===== config.mk =====
export PLATFORM = sky130hd
export DESIGN_NAME = lisp_token_splitter_core
export DESIGN_NICKNAME = d
export VERILOG_FILES = /design/src/sv/lts_pkg.sv /design/src/sv/lisp_token_splitter_core.sv /design/src/sv/lts_front.sv /design/src/sv/lts_queue.sv /design/src/sv/lts_back.sv
export VERILOG_INCLUDE_DIRS = /design/src /design/src/sv
export SDC_FILE = /design/constraint.sdc
export NUM_CORES = 1
export LEC_CHECK = 0
export BUFFER_PORTS_ARGS = -buffer_cell sky130_fd_sc_hd__buf_2
export CAP_MARGIN = 25
export CORE_MARGIN = 8
export CORE_UTILIZATION = 45
export DETAILED_ROUTE_END_ITERATION = 8
export SLEW_MARGIN = 10
export SYNTH_ARGS = -nofsm -noshare
export SYNTH_HDL_FRONTEND = slang
export SYNTH_SLANG_ARGS = --single-unit

===== constraint.sdc =====
create_clock -name i_clk -period 6.4 [get_ports i_clk]
set_input_delay 0.96 -clock i_clk [delete_from_list [all_inputs] [get_ports i_clk]]
set_output_delay 0.96 -clock i_clk [all_outputs]
set_load 0.05 [all_outputs]

===== src/sv/lisp_token_splitter_core_assert.svh =====
// Assertion macros shared by the tokenizer modules.
`ifndef LISP_TOKEN_SPLITTER_CORE_ASSERT_SVH
`define LISP_TOKEN_SPLITTER_CORE_ASSERT_SVH

// Check that cons holds in the same cycle as ante.
`define LTS_ASSERT_NOW(label, clk, rst_n, ante, cons, msg) \
    label: assert property (@(posedge clk) disable iff (!(rst_n)) (ante) |-> (cons)) \
        else $error(msg);

// Check that cons holds in the cycle after ante.
`define LTS_ASSERT_NEXT(label, clk, rst_n, ante, cons, msg) \
    label: assert property (@(posedge clk) disable iff (!(rst_n)) (ante) |=> (cons)) \
        else $error(msg);

`endif


===== src/sv/lts_pkg.sv =====
// Types, character codes and classifiers for the Lisp tokenizer.
`timescale 1ns / 1ps
package lts_pkg;

    localparam logic [2:0] KIND_SPECIAL = 3'd0;
    localparam logic [2:0] KIND_STRING  = 3'd1;
    localparam logic [2:0] KIND_COMMENT = 3'd2;
    localparam logic [2:0] KIND_NUMBER  = 3'd3;
    localparam logic [2:0] KIND_SYMBOL  = 3'd4;

    localparam logic [7:0] CH_TILDE  = 8'h7E;
    localparam logic [7:0] CH_AT     = 8'h40;
    localparam logic [7:0] CH_SEMI   = 8'h3B;
    localparam logic [7:0] CH_DQUOTE = 8'h22;
    localparam logic [7:0] CH_BSLASH = 8'h5C;
    localparam logic [7:0] CH_MINUS  = 8'h2D;
    localparam logic [7:0] CH_NL     = 8'h0A;
    localparam logic [7:0] CH_TAB    = 8'h09;
    localparam logic [7:0] CH_SPACE  = 8'h20;
    localparam logic [7:0] CH_COMMA  = 8'h2C;
    localparam logic [7:0] CH_LBRK   = 8'h5B;
    localparam logic [7:0] CH_RBRK   = 8'h5D;
    localparam logic [7:0] CH_LBRC   = 8'h7B;
    localparam logic [7:0] CH_RBRC   = 8'h7D;
    localparam logic [7:0] CH_LPAR   = 8'h28;
    localparam logic [7:0] CH_RPAR   = 8'h29;
    localparam logic [7:0] CH_SQUOTE = 8'h27;
    localparam logic [7:0] CH_BQUOTE = 8'h60;
    localparam logic [7:0] CH_CARET  = 8'h5E;
    localparam logic [7:0] CH_ZERO   = 8'h30;
    localparam logic [7:0] CH_ONE    = 8'h31;
    localparam logic [7:0] CH_NINE   = 8'h39;

    localparam int QDEPTH = 4;
    localparam int QAW    = $clog2(QDEPTH);

    typedef enum logic [2:0] {
        MODE_IDLE,
        MODE_TILDE,
        MODE_STR,
        MODE_STR_ESC,
        MODE_COMMENT,
        MODE_MINUS,
        MODE_NUM,
        MODE_SYM
    } t_mode;

    typedef struct packed {
        logic [7:0] ch;
        logic [2:0] kind;
        logic       first;
        logic       last;
        logic       unterm;
        logic       run_last;
    } t_res;

    // One queue entry: all results of one input word, first in slot a.
    typedef struct packed {
        t_res a;
        t_res b;
        logic has_b;
    } t_pair;

    typedef struct packed {
        logic full;
        logic empty;
    } t_q_status;

    function automatic logic is_digit(input logic [7:0] c);
        return (c >= CH_ZERO) && (c <= CH_NINE);
    endfunction

    function automatic logic is_blank(input logic [7:0] c);
        return (c == CH_SPACE) || (c == CH_TAB) || (c == CH_NL) || (c == CH_COMMA);
    endfunction

    function automatic logic is_delim(input logic [7:0] c);
        return is_blank(c) || (c == CH_LBRK) || (c == CH_RBRK) || (c == CH_LBRC)
            || (c == CH_RBRC) || (c == CH_LPAR) || (c == CH_RPAR) || (c == CH_SQUOTE)
            || (c == CH_DQUOTE) || (c == CH_BQUOTE) || (c == CH_SEMI);
    endfunction

    function automatic logic is_single(input logic [7:0] c);
        return (c == CH_LBRK) || (c == CH_RBRK) || (c == CH_LBRC) || (c == CH_RBRC)
            || (c == CH_LPAR) || (c == CH_RPAR) || (c == CH_SQUOTE) || (c == CH_BQUOTE)
            || (c == CH_CARET) || (c == CH_AT);
    endfunction

endpackage


===== src/sv/lisp_token_splitter_core.sv =====
// Top level of the streaming Lisp tokenizer.
//   channel  direction  handshake         payload
//   input    in         i_valid/o_stall   i_char_in, i_is_final
//   output   out        o_valid/i_stall   o_char_out, o_token_kind, o_token_first,
//                                         o_token_last, o_unterminated, o_run_last
// One character is accepted per cycle while o_stall is low; a word with two results
// (final character) yields two output words, all others zero or one.
// After acceptance a result is written into the queue by the front logic, then moved
// from the queue into the output register.
// A four-entry queue lets the input keep flowing while i_stall holds the output.
// Synchronous active-low reset returns the lexer to idle with nothing held.
`timescale 1ns / 1ps
module lisp_token_splitter_core (
    input  logic       i_clk,
    input  logic       i_rst_n,
    input  logic       i_valid,
    output logic       o_stall,
    input  logic [7:0] i_char_in,
    input  logic       i_is_final,
    output logic       o_valid,
    input  logic       i_stall,
    output logic [7:0] o_char_out,
    output logic [2:0] o_token_kind,
    output logic       o_token_first,
    output logic       o_token_last,
    output logic       o_unterminated,
    output logic       o_run_last
);

    lts_pkg::t_q_status q_status;
    lts_pkg::t_pair     push_entry;
    lts_pkg::t_pair     head_entry;
    lts_pkg::t_res      res;
    logic               accept;
    logic               push;
    logic               pop;

    assign o_stall = q_status.full;

    lts_front u_front (
        .i_clk      (i_clk),
        .i_rst_n    (i_rst_n),
        .i_valid    (i_valid),
        .i_char_in  (i_char_in),
        .i_is_final (i_is_final),
        .i_q_status (q_status),
        .o_accept   (accept),
        .o_push     (push),
        .o_entry    (push_entry)
    );

    lts_queue u_queue (
        .i_clk    (i_clk),
        .i_rst_n  (i_rst_n),
        .i_push   (push && accept),
        .i_entry  (push_entry),
        .i_pop    (pop),
        .o_entry  (head_entry),
        .o_status (q_status)
    );

    lts_back u_back (
        .i_clk      (i_clk),
        .i_rst_n    (i_rst_n),
        .i_entry    (head_entry),
        .i_q_status (q_status),
        .i_stall    (i_stall),
        .o_pop      (pop),
        .o_valid    (o_valid),
        .o_res      (res)
    );

    assign o_char_out     = res.ch;
    assign o_token_kind   = res.kind;
    assign o_token_first  = res.first;
    assign o_token_last   = res.last;
    assign o_unterminated = res.unterm;
    assign o_run_last     = res.run_last;

endmodule


===== src/sv/lts_front.sv =====
// Front end: lexer state, one-character hold and result building per input word.
`timescale 1ns / 1ps
`include "lisp_token_splitter_core_assert.svh"
module lts_front (
    input  logic              i_clk,
    input  logic              i_rst_n,
    input  logic              i_valid,
    input  logic [7:0]        i_char_in,
    input  logic              i_is_final,
    input  lts_pkg::t_q_status i_q_status,
    output logic              o_accept,
    output logic              o_push,
    output lts_pkg::t_pair    o_entry
);

    lts_pkg::t_mode r_mode, n_mode;
    logic [7:0]     r_held_char, n_held_char;
    logic           r_held_valid, n_held_valid;
    logic [2:0]     r_held_kind, n_held_kind;
    logic           r_held_first, n_held_first;

    logic           cont;
    logic [2:0]     cont_kind;
    lts_pkg::t_mode cont_mode;
    logic [2:0]     eff_kind;
    logic           new_valid;
    logic [2:0]     new_kind;
    logic           new_first;
    lts_pkg::t_mode new_mode;
    lts_pkg::t_res  res_a, res_b;
    logic           b_valid;

    assign o_accept = i_valid && !i_q_status.full;

    // Classify the incoming character against the current mode.
    always_comb begin
        cont      = 1'b0;
        cont_kind = lts_pkg::KIND_SPECIAL;
        cont_mode = lts_pkg::MODE_IDLE;
        eff_kind  = r_held_kind;
        unique case (r_mode)
            lts_pkg::MODE_IDLE: begin
                cont = 1'b0;
            end
            lts_pkg::MODE_TILDE: begin
                cont = (i_char_in == lts_pkg::CH_AT);
            end
            lts_pkg::MODE_STR: begin
                cont      = 1'b1;
                cont_kind = lts_pkg::KIND_STRING;
                if (i_char_in == lts_pkg::CH_DQUOTE) begin
                    cont_mode = lts_pkg::MODE_IDLE;
                end else if (i_char_in == lts_pkg::CH_BSLASH) begin
                    cont_mode = lts_pkg::MODE_STR_ESC;
                end else begin
                    cont_mode = lts_pkg::MODE_STR;
                end
            end
            lts_pkg::MODE_STR_ESC: begin
                cont      = 1'b1;
                cont_kind = lts_pkg::KIND_STRING;
                cont_mode = lts_pkg::MODE_STR;
            end
            lts_pkg::MODE_COMMENT: begin
                cont      = (i_char_in != lts_pkg::CH_NL);
                cont_kind = lts_pkg::KIND_COMMENT;
                cont_mode = lts_pkg::MODE_COMMENT;
            end
            lts_pkg::MODE_MINUS: begin
                if (lts_pkg::is_digit(i_char_in)) begin
                    eff_kind  = lts_pkg::KIND_NUMBER;
                    cont      = 1'b1;
                    cont_kind = lts_pkg::KIND_NUMBER;
                    cont_mode = lts_pkg::MODE_NUM;
                end else begin
                    // Lone minus: it turns into a symbol.
                    eff_kind  = lts_pkg::KIND_SYMBOL;
                    cont      = !lts_pkg::is_delim(i_char_in);
                    cont_kind = lts_pkg::KIND_SYMBOL;
                    cont_mode = lts_pkg::MODE_SYM;
                end
            end
            lts_pkg::MODE_NUM: begin
                cont      = lts_pkg::is_digit(i_char_in);
                cont_kind = lts_pkg::KIND_NUMBER;
                cont_mode = lts_pkg::MODE_NUM;
            end
            lts_pkg::MODE_SYM: begin
                cont      = !lts_pkg::is_delim(i_char_in);
                cont_kind = lts_pkg::KIND_SYMBOL;
                cont_mode = lts_pkg::MODE_SYM;
            end
        endcase
    end

    // Decide what the incoming character becomes when it is held.
    always_comb begin
        new_valid = 1'b1;
        new_first = 1'b1;
        new_kind  = lts_pkg::KIND_SYMBOL;
        new_mode  = lts_pkg::MODE_SYM;
        priority if (cont) begin
            new_first = 1'b0;
            new_kind  = cont_kind;
            new_mode  = cont_mode;
        end else if (lts_pkg::is_blank(i_char_in)) begin
            new_valid = 1'b0;
            new_mode  = lts_pkg::MODE_IDLE;
        end else if (i_char_in == lts_pkg::CH_TILDE) begin
            new_kind = lts_pkg::KIND_SPECIAL;
            new_mode = lts_pkg::MODE_TILDE;
        end else if (lts_pkg::is_single(i_char_in)) begin
            new_kind = lts_pkg::KIND_SPECIAL;
            new_mode = lts_pkg::MODE_IDLE;
        end else if (i_char_in == lts_pkg::CH_DQUOTE) begin
            new_kind = lts_pkg::KIND_STRING;
            new_mode = lts_pkg::MODE_STR;
        end else if (i_char_in == lts_pkg::CH_SEMI) begin
            new_kind = lts_pkg::KIND_COMMENT;
            new_mode = lts_pkg::MODE_COMMENT;
        end else if (i_char_in == lts_pkg::CH_MINUS) begin
            new_kind = lts_pkg::KIND_NUMBER;
            new_mode = lts_pkg::MODE_MINUS;
        end else if ((i_char_in >= lts_pkg::CH_ONE) && (i_char_in <= lts_pkg::CH_NINE)) begin
            new_kind = lts_pkg::KIND_NUMBER;
            new_mode = lts_pkg::MODE_NUM;
        end else begin
            new_kind = lts_pkg::KIND_SYMBOL;
            new_mode = lts_pkg::MODE_SYM;
        end
    end

    // Next state: load the hold, or clear everything after the final word.
    always_comb begin
        n_mode       = r_mode;
        n_held_char  = r_held_char;
        n_held_valid = r_held_valid;
        n_held_kind  = r_held_kind;
        n_held_first = r_held_first;
        if (o_accept) begin
            if (i_is_final) begin
                n_mode       = lts_pkg::MODE_IDLE;
                n_held_char  = '0;
                n_held_valid = 1'b0;
                n_held_kind  = lts_pkg::KIND_SPECIAL;
                n_held_first = 1'b0;
            end else begin
                n_mode       = new_mode;
                n_held_valid = new_valid;
                if (new_valid) begin
                    n_held_char  = i_char_in;
                    n_held_kind  = new_kind;
                    n_held_first = new_first;
                end
            end
        end
    end

    // Outputs: the released held character, then on the final word the flushed one.
    always_comb begin
        b_valid        = i_is_final && new_valid;

        res_a.ch       = r_held_char;
        res_a.kind     = eff_kind;
        res_a.first    = r_held_first;
        res_a.last     = !cont;
        res_a.unterm   = 1'b0;
        res_a.run_last = !b_valid;

        res_b.ch       = i_char_in;
        res_b.kind     = (new_mode == lts_pkg::MODE_MINUS) ? lts_pkg::KIND_SYMBOL : new_kind;
        res_b.first    = new_first;
        res_b.last     = 1'b1;
        res_b.unterm   = (new_mode == lts_pkg::MODE_STR) || (new_mode == lts_pkg::MODE_STR_ESC);
        res_b.run_last = 1'b1;

        o_push = o_accept && (r_held_valid || b_valid);
        if (r_held_valid) begin
            o_entry.a     = res_a;
            o_entry.b     = res_b;
            o_entry.has_b = b_valid;
        end else begin
            o_entry.a     = res_b;
            o_entry.b     = res_b;
            o_entry.has_b = 1'b0;
        end
    end

    always_ff @(posedge i_clk) begin
        if (!i_rst_n) begin
            r_mode       <= lts_pkg::MODE_IDLE;
            r_held_char  <= '0;
            r_held_valid <= 1'b0;
            r_held_kind  <= lts_pkg::KIND_SPECIAL;
            r_held_first <= 1'b0;
        end else begin
            r_mode       <= n_mode;
            r_held_char  <= n_held_char;
            r_held_valid <= n_held_valid;
            r_held_kind  <= n_held_kind;
            r_held_first <= n_held_first;
        end
    end

    `LTS_ASSERT_NOW(a_mode_has_hold, i_clk, i_rst_n, r_mode != lts_pkg::MODE_IDLE, r_held_valid, "token mode without a held character")
    `LTS_ASSERT_NEXT(a_final_clears, i_clk, i_rst_n, o_accept && i_is_final, !r_held_valid && (r_mode == lts_pkg::MODE_IDLE), "final word left state behind")
    `LTS_ASSERT_NOW(a_minus_hold, i_clk, i_rst_n, r_mode == lts_pkg::MODE_MINUS, r_held_first && (r_held_kind == lts_pkg::KIND_NUMBER) && (r_held_char == lts_pkg::CH_MINUS), "minus mode holds a wrong character")

endmodule


===== src/sv/lts_queue.sv =====
// Short queue of per-word result pairs between front and back.
`timescale 1ns / 1ps
`include "lisp_token_splitter_core_assert.svh"
module lts_queue (
    input  logic               i_clk,
    input  logic               i_rst_n,
    input  logic               i_push,
    input  lts_pkg::t_pair     i_entry,
    input  logic               i_pop,
    output lts_pkg::t_pair     o_entry,
    output lts_pkg::t_q_status o_status
);

    lts_pkg::t_pair            r_mem [lts_pkg::QDEPTH];
    logic [lts_pkg::QAW-1:0]   r_wr, n_wr;
    logic [lts_pkg::QAW-1:0]   r_rd, n_rd;
    logic [lts_pkg::QAW:0]     r_count, n_count;

    assign o_status.full  = (r_count == (lts_pkg::QAW+1)'(lts_pkg::QDEPTH));
    assign o_status.empty = (r_count == '0);
    assign o_entry        = r_mem[r_rd];

    always_comb begin
        n_wr    = i_push ? r_wr + 1'b1 : r_wr;
        n_rd    = i_pop ? r_rd + 1'b1 : r_rd;
        n_count = r_count + (lts_pkg::QAW+1)'(i_push) - (lts_pkg::QAW+1)'(i_pop);
    end

    always_ff @(posedge i_clk) begin
        if (i_push) begin
            r_mem[r_wr] <= i_entry;
        end
    end

    always_ff @(posedge i_clk) begin
        if (!i_rst_n) begin
            r_wr    <= '0;
            r_rd    <= '0;
            r_count <= '0;
        end else begin
            r_wr    <= n_wr;
            r_rd    <= n_rd;
            r_count <= n_count;
        end
    end

    `LTS_ASSERT_NOW(a_no_overflow, i_clk, i_rst_n, i_push, !o_status.full, "push into a full queue")

endmodule


===== src/sv/lts_back.sv =====
// Back end: unpacks queue entries into single output words behind a register.
`timescale 1ns / 1ps
`include "lisp_token_splitter_core_assert.svh"
module lts_back (
    input  logic               i_clk,
    input  logic               i_rst_n,
    input  lts_pkg::t_pair     i_entry,
    input  lts_pkg::t_q_status i_q_status,
    input  logic               i_stall,
    output logic               o_pop,
    output logic               o_valid,
    output lts_pkg::t_res      o_res
);

    logic          r_out_valid, n_out_valid;
    lts_pkg::t_res r_out, n_out;
    logic          r_pend_valid, n_pend_valid;
    lts_pkg::t_res r_pend, n_pend;
    logic          out_free;

    assign out_free = !r_out_valid || !i_stall;
    assign o_pop    = out_free && !r_pend_valid && !i_q_status.empty;
    assign o_valid  = r_out_valid;
    assign o_res    = r_out;

    // Advance: pending second word first, then the next queue entry.
    always_comb begin
        n_out_valid  = r_out_valid;
        n_out        = r_out;
        n_pend_valid = r_pend_valid;
        n_pend       = r_pend;
        if (out_free) begin
            if (r_pend_valid) begin
                n_out_valid  = 1'b1;
                n_out        = r_pend;
                n_pend_valid = 1'b0;
            end else if (o_pop) begin
                n_out_valid  = 1'b1;
                n_out        = i_entry.a;
                n_pend_valid = i_entry.has_b;
                n_pend       = i_entry.b;
            end else begin
                n_out_valid = 1'b0;
            end
        end
    end

    always_ff @(posedge i_clk) begin
        if (!i_rst_n) begin
            r_out_valid  <= 1'b0;
            r_pend_valid <= 1'b0;
        end else begin
            r_out_valid  <= n_out_valid;
            r_pend_valid <= n_pend_valid;
        end
    end

    always_ff @(posedge i_clk) begin
        r_out  <= n_out;
        r_pend <= n_pend;
    end

    `LTS_ASSERT_NOW(a_pend_behind_out, i_clk, i_rst_n, r_pend_valid, r_out_valid && !r_out.run_last, "pending word without an open run")

endmodule


======== After elaboration in Yosys (flattened, before gate mapping) ========
Memory sizes are Yosys's and may differ from the RTL's. A register that Yosys moved wholly into a read port is not among the register bits.
Cells that the tools add are included.
storage, ports and cells
  bits in registers ....................... 55
  memory bits (writable) .................. 124
  word-level logic and storage cells ...... 159
  memories kept ........................... 1
memories
  memory         words  width  read ports  clocked after Yosys merged registers in  write ports  line             source
  u_queue.r_mem  4      31     1           1                                        1            lts_queue.sv:14  lts_pkg::t_pair r_mem [lts_pkg::QDEPTH];
operators by class
  add/sub/neg operators ................... 4
  $lt $le $gt $ge ......................... 3
  equality and inequality tests ........... 31
  multiplexer cells ....................... 48
  bitwise logic cells ..................... 1
  reduce and logical (&&, ||, !) cells .... 49
operators by type and width
  operator                                                                             count
  8-bit by 7-bit equality test with 1-bit output, second input constant                9
  3-bit 2-to-1 mux                                                                     22
  8-bit by 6-bit equality test with 1-bit output, second input constant                8
  31-bit 2-to-1 mux                                                                    1
  15-bit 2-to-1 mux                                                                    2
  1-bit logical OR                                                                     25
  3-bit equality test, second input constant                                           6
  3-bit case mux with 6 select lines                                                   1
  8-bit by 4-bit equality test with 1-bit output, second input constant                2
  8-bit by 6-bit greater-or-equal comparator with 1-bit output, second input constant  2
  1-bit 2-to-1 mux                                                                     16
  8-bit 2-to-1 mux                                                                     2
  3-bit case mux with 5 select lines                                                   1
  3-bit by 2-bit equality test with 1-bit output, second input constant                4
  8-bit by 6-bit less-or-equal comparator with 1-bit output, second input constant     1
  1-bit logical AND                                                                    8
  1-bit zero test                                                                      8
  8-bit by 4-bit inequality test with 1-bit output, second input constant              1
  1-bit case mux with 7 select lines                                                   1
  3-bit zero test                                                                      2
  2-bit by 1-bit adder with 2-bit output, second input constant                        2
  2-bit 2-to-1 mux                                                                     2
  2-bit AND reduction                                                                  2
  2-bit nonzero test                                                                   2
  other kinds (6)                                                                      6

======== Depth between registers and ports, before layout ========
  word-level depth ........................ 24
  mapped depth ............................ 16

======== Modules after synthesis ========
From an unflattened synthesis, not the netlist that was laid out.
second synthesis, totals
  cell total of the unflattened synthesis .. 479
  area, all modules ....................... 7723.7 µm²
modules (own cells, without submodules)
  module                    times used  cells an instance  area each (µm²)  sequential area each (µm²)
  lts_queue                 1           204                4917.2           3903.7
  lts_front                 1           215                1601.5           320.3
  lts_back                  1           59                 1198.6           940.9
  lisp_token_splitter_core  1           1                  6.3              0.0

======== Worst setup path before layout ========
OpenSTA, ideal clock, no wires.
  kind .................................... in2reg
  start ................................... input i_char_in[4]
  end ..................................... register u_queue.r_count[2] in the netlist's numbering
  library setup time ...................... 0.115 ns
  data arrival time ....................... 3.757 ns
  data required time ...................... 6.285 ns
  path slack .............................. 2.528 ns
  stages .................................. 14
  buffers on the path ..................... 1
  cell sequence ........................... clkbuf_1 or4b_2 o21a_1 o31a_1 o21a_1 inv_1 ha_1 inv_1 ha_1 inv_1 fa_1 xnor2_1 xnor2_1 and2_1
on the way
  longest elaborated chain between the ends .. 24
ends and longest elaborated chain
  element                                                                                                                  line                              source
  start, declared                                                                                                          lisp_token_splitter_core.sv:18    input logic [7:0] i_char_in,
  8-bit by 6-bit equality test with 1-bit output / 8-bit by 4-bit equality test with 1-bit output (equally long branches)  lts_pkg.sv:74                     return (c == CH_SPACE) || (c == CH_TAB) || (c == CH_NL) || (c == CH_COMMA);
  1-bit logical OR (3 in a row)                                                                                            lts_pkg.sv:74
  1-bit logical OR (3 in a row)                                                                                            lts_pkg.sv:78                     return is_blank(c) || (c == CH_LBRK) || (c == CH_RBRK) || (c == CH_LBRC)
  1-bit logical OR (4 in a row)                                                                                            lts_pkg.sv:79                     || (c == CH_RBRC) || (c == CH_LPAR) || (c == CH_RPAR) || (c == CH_SQUOTE)
  1-bit logical OR (3 in a row)                                                                                            lts_pkg.sv:80                     || (c == CH_DQUOTE) || (c == CH_BQUOTE) || (c == CH_SEMI);
  1-bit zero test                                                                                                          lts_front.sv:78, lts_front.sv:89
  1-bit 2-to-1 mux                                                                                                         lts_front.sv:70                   if (lts_pkg::is_digit(i_char_in)) begin
  1-bit case mux with 7 select lines                                                                                       lts_front.sv:41                   unique case (r_mode)
  1-bit 2-to-1 mux *                                                                                                       lts_front.sv:102                  priority if (cont) begin
  1-bit logical AND *                                                                                                      lts_front.sv:161                  b_valid = i_is_final && new_valid;
  1-bit logical OR *                                                                                                       lts_front.sv:177                  o_push = o_accept && (r_held_valid || b_valid);
  1-bit logical AND *                                                                                                      lts_front.sv:177
  1-bit logical AND *                                                                                                      lisp_token_splitter_core.sv:55    .i_push (push && accept),
  3-bit by 1-bit adder with 3-bit output *                                                                                 lts_queue.sv:26                   n_count = r_count + (lts_pkg::QAW+1)'(i_push) - (lts_pkg::QAW+1)'(i_pop);
  3-bit by 1-bit subtractor with 3-bit output *                                                                            lts_queue.sv:26
  end signal, assigned                                                                                                     lts_queue.sv:43                   r_count <= n_count;
  end, declared                                                                                                            lts_queue.sv:17                   logic [lts_pkg::QAW:0] r_count, n_count;
Every way passes the cells marked *; elsewhere a longest branch is shown, timed or not.
A chain may end at the register's enable or synchronous reset.

======== Final worst setup path ========
  start ................................... input i_char_in[3]
  end ..................................... register u_queue.r_count[2] in the netlist's numbering
The elaborated chain is that of the path after synthesis.

==> metrics.md <==
| Metric | Value |
|---|---|
| DRC violations left | `0` |
| Via count | `3982` |
| Max Clock Freq | `263 MHz` |
| Placed instance area | `7700 µm²` |
| Syn Area/Cell | `15.7 µm²` |
| Vias in the first global route | `3955` |
| Seq pwr share | `~45%` |
| Switching power total | `1050 µW` |
| Max_slew headroom | `36.7%` |
| Inst Count DP | `692` |
| Ant. Diodes | `0` |
| Area Overhead vs Synth | `13.0%` |
| Post-synth top area share | `58.9%` |
| Layout Cells excl Fill | `726` |
| Internal power | `2370 µW` |
| Worst setup SP type | `input port` |
| GRT Total Usage | `15.0%` |
| Multi-input combinational cell area | `2320 µm²` |
| Combinational share of power | `25.9%` |
| WL final | `14500 µm` |
| Skew final | `approximately 0.012 ns` |
| # rows | `46` |
| Ratio of cells with drive above 1 in the final layout | `27.3%` |
| Cell mode on critical path | `inv_1` |
| Worst endpoint data arrival time | `4.11 ns` |
| Synth async-reset ratio | `0%` |
| Initial core utilization | `between 40% and 50%` |
| Worst-margin pin slew | `~0.95 ns` |
| Static Leak | `between 0.002 and 0.003 µW` |
| Antenna viol nets, final | `0` |
| Seq/Total Area, Yosys | `between 60 and 70%` |
| Synth area leader | `edfxtp_1` |
| Storage element area | `4870 µm²` |
| CTS tree | `done` |
| Synth cell types | `66` |
| Die area | `20700 µm²` |
| Top FF cell, synth | `edfxtp_1` |
| Nets | `517` |
| Pin count of the biggest net entering global routing | `30` |
| Unrepaired setup endpoints after global routing | `false` |
| Drt first pass iters | `5` |
| Cells along the critical path | `buf_2 -> or4b_4 -> a31o_2 -> o21a_1 -> o31a_1 -> o21a_1 -> inv_1 -> ha_1 -> inv_1 -> ha_1 -> inv_1 -> fa_1 -> xnor2_1 -> xnor2_1 -> and2_1` |
| Gr ovfl total | `0` |
| CP Max Fanout | `25` |
| Finished Cell Area | `8300 µm²` |
| Clk sinks | `171` |
| Boundary pin count | `30` |
| Hpwl dp | `8790 µm` |
| Final setup fails | `0` |
| Postcts setup bufs | `0` |
| H-tree depth | `4` |
| CTS resizes | `0` |
| Final period util | `59.3%` |
| CP max stage delay | `0.54 ns` |
| Core area | `15900 µm²` |
| Status | `finished, final reports clean` |
| Finished Core Util | `52.1%` |
| Initial antenna violation count | `0` |
| Port bufs | `29` |
| DR WL/cell | `20.0 µm` |
| Iteration-0 DRC Markers | `295` |
| Clock power share | `between 20% and 30%` |
| Clk pin slew, worst setup/hold paths | `0.07 ns` |
| Max VDD drop | `0.000197 V` |
| Post-synth EDFFs | `roughly 140` |
| Max Buffers Root-to-Sink | `2` |
| Post-Syn Nets | `489` |
| Setup TNS | `0 ns` |
| Seq cells post-synth | `171` |
| Die extent in y | `144 µm` |
| CP Class | `input port to flop` |
| Commonest cells post-synth | `edfxtp_1 (144), mux4_2 (29), dfxtp_1 (27)` |
| Synth Warn # | `0` |
| Total CTS buffers | `17` |
| Sw Ratio | `30.7%` |
| Worst-Skew Late Latency | `between 0.4 and 0.5 ns` |
| Req. time, crit path | `~6.7 ns` |
| Slowest stage cell, crit path | `or4b_4` |
| Tot Pwr | `3420 µW` |
| Power per Cell Area | `413 nW/µm²` |
| Fin crit period | `3.80 ns` |
| Final hold violation count | `0` |
| Synth top area cells | `edfxtp_1 (59%), mux4_2 (8.9%), dfxtp_1 (7.4%)` |
| Final Max Slew Viols | `0` |
| Top-count cell post-synth | `edfxtp_1` |
| Die Span X | `144 µm` |
| CP Capture Type | `flop` |
| Drt via density | `5.48` |
| Hold_buf cts | `0` |
| Routability Congestion | `0.844` |
| Fillers | `~1300` |
| Number of max-cap violations | `0` |
| Cell area after synthesis | `7340 µm²` |
| Hold Crit Class | `flop to flop` |
| Mapped Cells | `469` |
| First-pass GRT wire length | `22800 µm` |
| Clk Tree Root Cell | `clkbuf_16` |
-- layer usage --
metal / global-route usage, % / part of all wire, % / vias to the layer above
li1: - / - / 1889
met3: 3.28 / 3.6 / 11
met1: 19.7 / 48 / 2008
met4: 6.42 / 1.5 / 0
met2: 23.5 / 47 / 74
met5: 0 / 0 / -
-- final cells by class --
class / count / area share (%)
Timing Repair Buffer: 38 / 2.61
Clock inverter: 14 / 1.75
Multi-Input combinational cell: 258 / 28.0
Tap cell: 216 / 3.26
Sequential cell: 171 / 58.6
Clock buffer: 18 / 5.29
Inverter: 11 / 0.498
-- layout by cell type (no fill, tap or decap), types with 3 or more instances in the layout --
master,Yosys,layout
edfxtp_1,144,144
mux4_2,29,29
buf_2,8,29
dfxtp_1,27,26
nand2_1,22,22
nor2b_1,19,19
mux2_2,19,19
nor2_1,17,17
clkbuf_16,0,17
o21ai_0,15,15
and2_1,13,13
inv_1,11,11
a22oi_1,11,11
nand3_1,8,8
a21oi_1,9,8
buf_4,1,8
o21a_1,7,7
ha_1,6,6
nand2b_1,5,5
nor3b_1,5,5
xnor2_1,5,5
nor3_1,4,4
a31oi_1,4,4
or2_2,4,4
nor4b_1,3,3
and3b_1,3,3
nand4_1,3,3
clkinv_4,0,3
clkinv_2,0,3
clkinvlp_4,0,3
-- path summary, 6_finish.rpt --
path         slack, ns  cells after the start                                   to                                 from
max               2.60                     15        u_queue.r_count[2]$_SDFF_PN0_                         i_char_in[3]
min               0.46                      2  u_front.r_held_kind[0]$_SDFFE_PN0P_  u_front.r_held_kind[0]$_SDFFE_PN0P_
max reg2reg       3.15                     14        u_queue.r_count[2]$_SDFF_PN0_       u_front.r_mode[1]$_SDFFE_PN0P_
min reg2reg       0.46                      2  u_front.r_held_kind[0]$_SDFFE_PN0P_  u_front.r_held_kind[0]$_SDFFE_PN0P_
-- critical path: cells and delay by family --
kind / cells / cell delay, ns
adders and majority gates: 3 / 0.73
buffers and inverters: 4 / 0.53
and+or+nand+nor: 2 / 0.69
AOI/OAI and AO/OA: 4 / 0.93
xor gates and xnor gates: 2 / 0.27
-- state kept, by name, indices dropped and copies added (netlist names), named ones only --
signal,count
u_front.r_mode,3
u_back.r_pend_valid,1
u_queue.r_wr,2
u_queue.r_rd,2
u_front.r_held_char,8
u_queue.r_mem,116
u_back.r_pend,13
u_front.r_held_kind,3
u_queue.r_count,3
u_back.o_res,15
u_front.r_held_valid,1
u_back.o_valid,1
u_front.r_held_first,1
-- stage by stage --
| stage | worst slack (ns) | hold slack [ns] |
|---|---|---|
| floorplan | 2.53 | 0.435 |
| global placement | 2.25 | 0.441 |
| detailed placement | 2.17 | 0.453 |
| CTS | 2.62 | 0.462 |
| global route | 2.30 | 0.486 |
| finish | 2.60 | 0.462 |
-- kinds of logic (layout without fill, tap and decap cells) --
kind of cell | Yosys count | in the layout | synth area share [%]
buf+inv | 40 | 81 | 2.33
simple gates | 123 | 123 | 9.87
xor+xnor | 6 | 6 | 0.716
fa+ha+maj | 7 | 7 | 1.29
flops | 171 | 171 | 66.2
mux | 48 | 48 | 11.8
compound gates | 74 | 74 | 7.74
-- power by group through the flow --
stage	combinational, µW	sequential [µW]	clock (µW)
finish	887	1530	1000
global route	960	1550	1080
CTS	894	1540	1020
detailed placement	892	1560	0
global placement	880	1560	0
floorplan	503	1710	0
(Power assumes the default switching activity.)
